## config.mk

```make
export PLATFORM = sky130hd
export DESIGN_NAME = pixel_led_bit_encoder_top
export DESIGN_NICKNAME = d
export VERILOG_FILES = /design/src/sv/pled_pkg.sv /design/src/sv/pixel_led_bit_encoder_top.sv /design/src/sv/pled_ram.sv
export SDC_FILE = /design/constraint.sdc
export NUM_CORES = 2
export LEC_CHECK = 0
export BUFFER_PORTS_ARGS = -buffer_cell sky130_fd_sc_hd__buf_2
export CAP_MARGIN = 30
export CORE_AREA = 4 4 351 353
export DETAILED_ROUTE_END_ITERATION = 16
export DIE_AREA = 0 0 355 357
export PLACE_DENSITY = 0.7
export SYNTH_ARGS = -nofsm -noshare
export SYNTH_HDL_FRONTEND = slang
export SYNTH_HIERARCHICAL = 1
export SYNTH_SLANG_ARGS = --single-unit
export TNS_END_PERCENT = 100
```

## constraint.sdc

```tcl
create_clock -name i_clk -period 4.5 [get_ports i_clk]
set_input_delay 0.9 -clock i_clk [delete_from_list [all_inputs] [get_ports i_clk]]
set_output_delay 0.9 -clock i_clk [all_outputs]
set_load 0.01 [all_outputs]
```

## src/sv/pled_pkg.sv

```systemverilog
// Shared constants and command codes for the pixel LED bit encoder.
package pled_pkg;

    localparam int PIXELS         = 64;
    localparam int PIX_W          = (PIXELS > 1) ? $clog2(PIXELS) : 1;
    localparam int IDLE_SLOTS     = 3;
    localparam int BITS_PER_PIXEL = 24;
    localparam int DATA_END       = IDLE_SLOTS + BITS_PER_PIXEL * PIXELS;
    localparam int FRAME_SLOTS    = DATA_END + 1;
    localparam int SLOT_W         = $clog2(FRAME_SLOTS);
    localparam int BIT_W          = $clog2(BITS_PER_PIXEL);
    localparam int BYTE_W         = 8;
    localparam int RGB_W          = 3 * BYTE_W;
    localparam int DUTY_W         = 10;
    localparam int CMD_W          = 2;
    localparam int CFG_IDX_W      = 2;
    localparam int IN_TDATA_W     = 4 * BYTE_W;
    localparam int OUT_TDATA_W    = 16;

    localparam logic [DUTY_W-1:0] ONE_DUTY_RST  = 10'd68;
    localparam logic [DUTY_W-1:0] ZERO_DUTY_RST = 10'd30;

    localparam logic [CMD_W-1:0] CMD_WRITE   = 2'd0;
    localparam logic [CMD_W-1:0] CMD_RESTART = 2'd1;
    localparam logic [CMD_W-1:0] CMD_NEXT    = 2'd2;

    localparam logic [CFG_IDX_W-1:0] REG_ONE_DUTY  = 2'd0;
    localparam logic [CFG_IDX_W-1:0] REG_ZERO_DUTY = 2'd1;

endpackage

```

## src/sv/pixel_led_bit_encoder_top.sv

```systemverilog
// Pixel LED bit encoder: pixel store and PWM duty slot generator.
//
// Input stream (s_axis): tuser carries the command. A write stores green, red
// and blue for one pixel (ignored past the strip length), a restart rewinds
// the frame position, a next pulls one duty slot of the frame.
// Output stream (m_axis): one transfer per next command, duty in tdata and
// tlast on the trailing slot of the frame.
// Config channel: index 0 sets the one-bit duty, index 1 the zero-bit duty;
// other indexes are taken and dropped. Always ready.
// Frame: three zero slots, 24 slots per pixel from the last pixel to the
// first (green, red, blue, MSB first), one trailing zero slot.
// Path of a next: the state moves to ST_READ with the registered read of the
// pixel memory, then the result goes to the output register and m_axis.
// s_axis is not ready in ST_READ, so a next holds off any other command.
// Reset: all pixels read as zero (per-entry valid bits), frame position at
// the first slot, duties 68 and 30.
// Stall: one result waits in the output register; a next that finds it
// still full holds its read data and blocks s_axis until the slot frees.
module pixel_led_bit_encoder_top
    import pled_pkg::*;
(
    input  logic                   i_clk,
    input  logic                   i_rst_n,
    input  logic                   s_axis_tvalid,
    output logic                   s_axis_tready,
    // pixel_index[7:0], red[15:8], green[23:16], blue[31:24]
    input  logic [IN_TDATA_W-1:0]  s_axis_tdata,
    // cmd[1:0]
    input  logic [CMD_W-1:0]       s_axis_tuser,
    output logic                   m_axis_tvalid,
    input  logic                   m_axis_tready,
    // duty[9:0], zero fill [15:10]
    output logic [OUT_TDATA_W-1:0] m_axis_tdata,
    output logic                   m_axis_tlast,
    input  logic                   i_cfg_valid,
    output logic                   o_cfg_ready,
    input  logic [CFG_IDX_W-1:0]   i_cfg_index,
    input  logic [DUTY_W-1:0]      i_cfg_data
);

    typedef enum logic {
        ST_IDLE,
        ST_READ
    } t_state;

    t_state              r_state;
    logic [SLOT_W-1:0]   r_slot;
    logic [PIX_W-1:0]    r_pix;
    logic [BIT_W-1:0]    r_bit;
    logic [PIXELS-1:0]   r_valid;
    logic [DUTY_W-1:0]   r_one_duty;
    logic [DUTY_W-1:0]   r_zero_duty;
    logic                r_rd_vld;
    logic                r_is_data;
    logic                r_last;
    logic [BIT_W-1:0]    r_bitn;
    logic                r_out_valid;
    logic [DUTY_W-1:0]   r_out_duty;
    logic                r_out_last;

    logic                w_s_acc;
    logic                w_m_acc;
    logic [CMD_W-1:0]    w_cmd;
    logic [BYTE_W-1:0]   w_idx;
    logic [BYTE_W-1:0]   w_red;
    logic [BYTE_W-1:0]   w_green;
    logic [BYTE_W-1:0]   w_blue;
    logic                w_idx_ok;
    logic                w_we;
    logic                w_re;
    logic [RGB_W-1:0]    w_rdata;
    logic [RGB_W-1:0]    w_word;
    logic                w_bit;
    logic [DUTY_W-1:0]   w_duty;
    logic                w_slot_data;
    logic                w_slot_last;
    logic                w_out_free;

    assign w_cmd   = s_axis_tuser;
    assign w_idx   = s_axis_tdata[BYTE_W-1:0];
    assign w_red   = s_axis_tdata[2*BYTE_W-1:BYTE_W];
    assign w_green = s_axis_tdata[3*BYTE_W-1:2*BYTE_W];
    assign w_blue  = s_axis_tdata[4*BYTE_W-1:3*BYTE_W];

    assign s_axis_tready = (r_state == ST_IDLE);
    assign w_s_acc       = s_axis_tvalid && s_axis_tready;
    assign w_m_acc       = r_out_valid && m_axis_tready;
    assign w_out_free    = !r_out_valid || m_axis_tready;

    assign w_idx_ok = ({1'b0, w_idx} < (BYTE_W + 1)'(PIXELS));
    assign w_we     = w_s_acc && (w_cmd == CMD_WRITE) && w_idx_ok;
    assign w_re     = w_s_acc && (w_cmd == CMD_NEXT);

    assign w_slot_data = (r_slot >= SLOT_W'(IDLE_SLOTS)) && (r_slot < SLOT_W'(DATA_END));
    assign w_slot_last = (r_slot == SLOT_W'(FRAME_SLOTS - 1));

    pled_ram #(
        .WIDTH (RGB_W),
        .DEPTH (PIXELS)
    ) u_pixel_ram (
        .i_clk   (i_clk),
        .i_we    (w_we),
        .i_waddr (w_idx[PIX_W-1:0]),
        .i_wdata ({w_green, w_red, w_blue}),
        .i_re    (w_re),
        .i_raddr (r_pix),
        .o_rdata (w_rdata)
    );

    assign w_word = r_rd_vld ? w_rdata : '0;
    assign w_bit  = w_word[BIT_W'(RGB_W - 1) - r_bitn];
    assign w_duty = r_is_data ? (w_bit ? r_one_duty : r_zero_duty) : '0;

    assign o_cfg_ready   = 1'b1;
    assign m_axis_tvalid = r_out_valid;
    assign m_axis_tdata  = OUT_TDATA_W'(r_out_duty);
    assign m_axis_tlast  = r_out_last;

    always_ff @(posedge i_clk) begin
        if (!i_rst_n) begin
            r_state     <= ST_IDLE;
            r_slot      <= '0;
            r_pix       <= PIX_W'(PIXELS - 1);
            r_bit       <= '0;
            r_valid     <= '0;
            r_one_duty  <= ONE_DUTY_RST;
            r_zero_duty <= ZERO_DUTY_RST;
            r_out_valid <= 1'b0;
            r_rd_vld    <= 1'b0;
            r_is_data   <= 1'b0;
            r_last      <= 1'b0;
            r_bitn      <= '0;
            r_out_duty  <= '0;
            r_out_last  <= 1'b0;
        end else begin
            if (i_cfg_valid && o_cfg_ready) begin
                unique case (i_cfg_index)
                    REG_ONE_DUTY:  r_one_duty  <= i_cfg_data;
                    REG_ZERO_DUTY: r_zero_duty <= i_cfg_data;
                    default: ;
                endcase
            end

            if (w_m_acc && (r_state != ST_READ)) begin
                r_out_valid <= 1'b0;
            end

            unique case (r_state)
                ST_IDLE: begin
                    if (w_s_acc) begin
                        case (w_cmd)
                            CMD_WRITE: begin
                                if (w_idx_ok) begin
                                    r_valid[w_idx[PIX_W-1:0]] <= 1'b1;
                                end
                            end
                            CMD_RESTART: begin
                                r_slot <= '0;
                                r_pix  <= PIX_W'(PIXELS - 1);
                                r_bit  <= '0;
                            end
                            CMD_NEXT: begin
                                r_state   <= ST_READ;
                                r_rd_vld  <= r_valid[r_pix];
                                r_is_data <= w_slot_data;
                                r_last    <= w_slot_last;
                                r_bitn    <= r_bit;
                                if (w_slot_last) begin
                                    r_slot <= '0;
                                    r_pix  <= PIX_W'(PIXELS - 1);
                                    r_bit  <= '0;
                                end else begin
                                    r_slot <= r_slot + 1'b1;
                                    if (w_slot_data) begin
                                        if (r_bit == BIT_W'(BITS_PER_PIXEL - 1)) begin
                                            r_bit <= '0;
                                            r_pix <= r_pix - 1'b1;
                                        end else begin
                                            r_bit <= r_bit + 1'b1;
                                        end
                                    end
                                end
                            end
                            default: ;
                        endcase
                    end
                end
                ST_READ: begin
                    if (w_out_free) begin
                        r_out_valid <= 1'b1;
                        r_out_duty  <= w_duty;
                        r_out_last  <= r_last;
                        r_state     <= ST_IDLE;
                    end
                end
                default: r_state <= ST_IDLE;
            endcase
        end
    end

`ifndef ASSERT_OFF
    a_last_is_zero: assert property (@(posedge i_clk) disable iff (!i_rst_n)
        m_axis_tvalid && m_axis_tlast |-> m_axis_tdata == '0)
        else $error("trailing slot carries a nonzero duty");

    a_next_reads: assert property (@(posedge i_clk) disable iff (!i_rst_n)
        w_s_acc && (w_cmd == CMD_NEXT) |=> (r_state == ST_READ))
        else $error("next transfer did not start a store read");

    a_slot_range: assert property (@(posedge i_clk) disable iff (!i_rst_n)
        r_slot < SLOT_W'(FRAME_SLOTS))
        else $error("frame position beyond frame length");

    a_bit_range: assert property (@(posedge i_clk) disable iff (!i_rst_n)
        r_bit < BIT_W'(BITS_PER_PIXEL))
        else $error("bit position beyond pixel width");

    a_read_held: assert property (@(posedge i_clk) disable iff (!i_rst_n)
        (r_state == ST_READ) && !w_out_free |=> (r_state == ST_READ) && $stable(w_rdata))
        else $error("pending read data lost while output stalled");
`endif

endmodule

```

## src/sv/pled_ram.sv

```systemverilog
// Generic simple dual-port RAM with registered read data.
module pled_ram #(
    parameter  int WIDTH = 8,
    parameter  int DEPTH = 64,
    localparam int AW    = (DEPTH > 1) ? $clog2(DEPTH) : 1
) (
    input  logic             i_clk,
    input  logic             i_we,
    input  logic [AW-1:0]    i_waddr,
    input  logic [WIDTH-1:0] i_wdata,
    input  logic             i_re,
    input  logic [AW-1:0]    i_raddr,
    output logic [WIDTH-1:0] o_rdata
);

    logic [WIDTH-1:0] r_mem [DEPTH];
    logic [WIDTH-1:0] r_rdata;

    always_ff @(posedge i_clk) begin
        if (i_we) begin
            r_mem[i_waddr] <= i_wdata;
        end
        if (i_re) begin
            r_rdata <= r_mem[i_raddr];
        end
    end

    assign o_rdata = r_rdata;

endmodule
```

# After elaboration in Yosys (flattened, before gate mapping)
# Memory sizes are Yosys's and may differ from the RTL's. A register that Yosys moved wholly into a read port is not among the register bits.
# Index checks and enable logic that the tools add are counted.
# classes
mux	28
add_sub_neg	4
n_bitwise	2
reduce_logical	21
magnitude_cmp	7
eq_ne	7
# op_table
operator	count
OR 64 bit	1
two-way mux 24 bit	1
case mux 11 bit (2 select lines)	1
two-way mux 10 bit	2
two-way mux 6 bit	3
two-way mux 5 bit	3
less-than comparator 6 x 7 -> 1 bit (second input constant)	2
case mux 6 bit (2 select lines)	1
adder 11 x 1 -> 11 bit (second input constant)	1
== test 11 bit (second input constant)	1
greater-or-equal comparator 11 x 2 -> 1 bit (second input constant)	1
less-than comparator 11 bit (second input constant)	1
two-way mux 1 bit	11
two-way mux 11 bit	1
case mux 5 bit (2 select lines)	1
logical AND 1 bit	8
less-than comparator 8 x 7 -> 1 bit (second input constant)	1
AND reduction 4 bit	2
binary-select mux 1 bit (select 6 bit)	1
demux 1 bit (select 6 bit)	1
greater-or-equal comparator 6 x 1 -> 1 bit (second input constant)	1
less-than comparator 5 x 6 -> 1 bit (second input constant)	1
AND reduction 2 bit	3
AND reduction 3 bit	2
other kinds (16)	18
# word_totals
n_memories	1
ramBits	1536
out_inout_bits	20
regBits	127
word_cells	84
# memory_table
memory	words	width	read_ports	rd_ports_with_merged_regs	wr	line_no	text
u_pixel_ram.r_mem	64	24	1	1	1	pled_ram.sv:16	logic [WIDTH-1:0] r_mem [DEPTH];

# Longest topological paths before layout
# logic_depth
word_depth	6
depth_mapped	9
depth_no_buf	7

# Cells and area by module
# Netlist, hierarchy kept.
# modules_own_cells
mod	area_per_inst_um2	cells_per_inst	instances
pled_ram	59535.8	2610	1
pixel_led_bit_encoder_top	5988.2	671	1

# Worst setup path before layout
# Ideal clock, no wire load.
# synth_timing
path_kind	input to register
from	in s_axis_tvalid
to	mem u_pixel_ram/r_mem[48][0] (netlist bit) (enable)
path_slack_ps	398
arrival_ps	3667
path_buffers	1
stages	7
t_required_ps	4065
cell_sequence	nor2b_1 -> nand3_1 -> clkbuf_1 -> inv_1 -> nor2b_1 -> nand4b_1 -> nor3_1
# synth_via
elab_chain_cells	5
# synth_rtl
element	line_no	text
start: declaration	pixel_led_bit_encoder_top.sv:24	input logic s_axis_tvalid,
logical AND 1 bit	pixel_led_bit_encoder_top.sv:86	assign w_s_acc = s_axis_tvalid && s_axis_tready;
logical AND 1 bit (2 in series)	pixel_led_bit_encoder_top.sv:91	assign w_we = w_s_acc && (w_cmd == CMD_WRITE) && w_idx_ok;
via w_we	pixel_led_bit_encoder_top.sv:69	logic w_we;
two-way mux 1 bit	pled_ram.sv:20	if (i_we) begin
two-way mux 1 bit (implied by the code)	pled_ram.sv:21	r_mem[i_waddr] <= i_wdata;
end: declaration	pled_ram.sv:16	
# The timed path passes the listed nets, and every way through them passes these cells.

==> impl_metrics.py <==
metrics = {
    "power": {
        "power_mw": 30.7,
        "p_leak_nw": 24.3,
        "power.internal_mw": 24.6,
        "switching_share": 0.199,
        "p_clk_frac": 0.425,
        "p_seq_frac": 0.559,
        "p_per_area_mw_per_mm2": 416,
        "peakVddDrop_uv": 293,
        "p_sw_mw": 6.10,
        "pwr-share-comb": 0.016,
    },
    "yosys": {
        "synth_top_area_cell": "edfxtp_1",
        "netlist_area_mm2": 0.0655,
        "ys_warn_count": 6,
        "async_flop_share": 0,
        "syn_inst": 3281,
        "ys_seq_area_frac": 0.754,
        "yosysUniqueCellTypes": 66,
        "synth_top_area_share": 0.715,
        "ys_top_cells_by_count": "1,560 x edfxtp_1, 367 x mux4_2, 127 x dfxtp_1, 112 x mux2i_1, 105 x nor2_1",
        "synth.top_cells.by_area": "edfxtp_1 71%, mux4_2 13%, dfxtp_1 3.9%",
        "syn_area_per_cell_um2": 20.0,
        "ys_ff_latch": 1687,
        "yosysMostFrequentCell": "edfxtp_1",
        "synthFlopType": "edfxtp_1",
        "synth_edf_count": 1560,
    },
    "drt": {
        "dr_total_vias": 34025,
        "postRouteWirelength_um": 162000,
        "dr.pass1.iters": 6,
        "drt-initial-drc-count": 4676,
        "routedWlPerCell_um": 31.2,
        "ant_nets": 0,
        "vias_per_cell": 6.53,
        "drc_errors": 0,
    },
    "sta": {
        "finalSetupTns_ns": 0,
        "tightest_slew_ns": 1.02,
        "rsz0062_at_grt": "no",
        "max_slew_margin": 0.318,
        "fin_crit_ns": 3.45,
        "final.period_utilization": 0.766,
        "fmax_mhz": 290,
        "clock_skew_ns": 0.0210,
        "hold_viol_final": 0,
        "setup_violations": 0,
        "slew_violations": 0,
    },
    "critical_path": {
        "crit_fanout": 32,
        "worstSetupPathType": "reg -> reg",
        "cp_slowest_cell": "dfxtp_4",
        "reg2reg_slack_ns": 1.05,
        "required_ns": 5.03,
        "arrival_ns": 3.98,
        "crit_cells": 6,
        "critPathBufInv": 1,
        "path_cells": "buf_12 > mux4_2 > mux2_2 > a221oi_1 > a31oi_1 > o21a_1",
        "reg2reg_from": "r_pix[0]$_SDFFE_PN1P_",
        "path_delay_family": "compound AO/OA/AOI/OAI gates",
        "reg2reg_depth": 6,
        "r2r_end": "u_pixel_ram/o_rdata[1]$_DFFE_PP_",
        "cpPeakStageDelay_ns": 0.83,
        "start_kind": "flop",
        "end_kind": "flop",
    },
    "global_routing": {
        "grt_pass1_vias": 33263,
        "grt_pass1_wl_um": 235000,
        "gr-usage-met2": 0.388,
        "met1_usage": 0.378,
        "antenna_found_initial": 4,
        "grt.total_usage": 0.258,
        "grt.busiest_layer": "met2",
        "grt_max_degree": 92,
        "grt_use_met3": 0.0565,
        "gr-total-overflow": 0,
    },
    "cts": {
        "tritoncts": "built",
        "clkLatencyLatePin_ns": 0.77,
        "numCtsBuffers": 161,
        "clk_pin_slew_ns": 0.06,
        "postCtsHoldBufs": 0,
        "htree_levels": 4,
        "cts_setup_buffers": 0,
        "cts_sinks": 1687,
        "root_buffer": "clkbuf_16",
        "clockBufferDepth": 3,
        "cts_resized": 0,
    },
    "floorplan": {
        "die_height_um": 357,
        "start_util": 0.547,
        "row_count": 127,
        "dieWidth_um": 355,
        "dieArea_mm2": 0.127,
        "core-area_mm2": 0.120,
        "ios": 71,
    },
    "placed_design": {
        "port_buffers": 63,
        "hpwlAfterDp_um": 98600,
        "gp_congestion": 0.890,
    },
    "hold_path": {
        "whs_endpoint": "r_zero_duty[2]$_SDFFE_PN1P_",
        "worstHoldPathCells": 3,
        "hold_class": "in -> reg",
        "worstHoldStart": "i_cfg_data[2]",
    },
    "finish": {
        "synthToLayoutAreaGrowth_pct": 12.4,
        "final_core_util": 0.615,
        "drive_gt1_frac": 0.269,
        "final_nets": 3529,
        "fillCellCount": 8144,
    },
    "run": {
        "drv_cap": 0,
    },
    "outcome": {
        "status": "complete, no violations",
    },
}
==> worst reg2reg max path, cell delays in order, from the launching register on <==
cell	delay (ns)
dfxtp_4	0.83
buf_12	0.32
mux4_2	0.53
mux2_2	0.32
a221oi_1	0.79
a31oi_1	0.22
o21a_1	0.19
==> cells by family after synthesis <==
group,count (synthesis),share of synthesized area
flip-flops,1687,0.754
multiplexers,546,0.155
XOR/XNOR,9,0.00120
buffers and inverters,208,0.0159
other,2,0.000115
AND/OR/NAND/NOR,470,0.0369
AO/OA/AOI/OAI,354,0.0364
adder cells (fa/ha/maj),5,0.000955
==> area by class of cell <==
cell class	count	area, um^2	area share
Clock inverter	92	758	0.0103
Inverter	14	52.6	0.000713
Multi-Input combinational cell	1391	15300	0.208
Tap cell	1612	2020	0.0274
Sequential cell	1687	49400	0.671
Timing Repair Buffer	218	1810	0.0246
Clock buffer	198	4320	0.0586
Antenna cell	2	5.00	0.0000679
==> power by group through the flow <==
stage               sequential (mW)  combinational [mW]  clock (mW)
floorplan                      17.5               0.102           0
detailed placement             17.5               0.485           0
global placement               17.5               0.449           0
global route                   17.1               0.523        13.9
finish                         17.1               0.497        13.0
CTS                            17.1               0.484        13.2
==> cell usage in the layout, fill, tap and decap left out, drive strengths merged, types with 18 or more instances in the layout <==
cell    instances
a21oi          87
a221oi         52
a22oi          31
and3           19
buf           217
clkbuf        199
clkinv         71
dfxtp         127
edfxtp       1560
inv            18
mux2           67
mux2i         112
mux4          367
nand2         104
nand3          41
nor2          105
nor2b          90
nor3           18
o21a           20
o21ai          26
o22ai          61
==> state kept, by name, indices dropped and copies added, names as in the netlist <==
register and count:
r_last 1, r_rd_vld 1, r_bitn 5, r_pix 6, m_axis_tvalid 1, r_one_duty 10
r_bit 5, u_pixel_ram/r_mem 1536, r_valid 64, r_is_data 1, r_out_duty 10, u_pixel_ram/o_rdata 24
r_slot 11, m_axis_tlast 1, r_zero_duty 10, r_state 1
==> per-stage QoR <==
stage               cells  cell area [um^2]  worst slack [ns]  hold WS, ns
finish               5214             73700              1.05        0.367
global route         5212             73700             0.967        0.345
CTS                  5205             73500              1.12        0.309
detailed placement   4915             68400             0.654        0.456
global placement     4909             68400             0.771        0.445
floorplan            3286             65500             0.398        0.433
==> how the worst max path moves through the flow <==
stage / start / end / slack (ns)
floorplan: s_axis_tvalid / u_pixel_ram/r_mem[48][0]$_DFFE_PP_ / 0.40
CTS: r_pix[0]$_SDFFE_PN1P_ / u_pixel_ram/o_rdata[2]$_DFFE_PP_ / 1.12
global placement: s_axis_tvalid / u_pixel_ram/r_mem[20][18]$_DFFE_PP_ / 0.77
global route: r_pix[0]$_SDFFE_PN1P_ / u_pixel_ram/o_rdata[10]$_DFFE_PP_ / 0.97
finish: r_pix[0]$_SDFFE_PN1P_ / u_pixel_ram/o_rdata[1]$_DFFE_PP_ / 1.05
detailed placement: s_axis_tvalid / u_pixel_ram/r_mem[60][22]$_DFFE_PP_ / 0.65
==> routing by layer <==
| metal | vias up | share of wire |
|---|---|---|
| li1 | 13896 | - |
| met5 | - | 0.00014 |
| met3 | 291 | 0.10 |
| met4 | 4 | 0.038 |
| met2 | 1988 | 0.46 |
| met1 | 17846 | 0.40 |
Note: power is estimated with default switching activity, not from simulation.
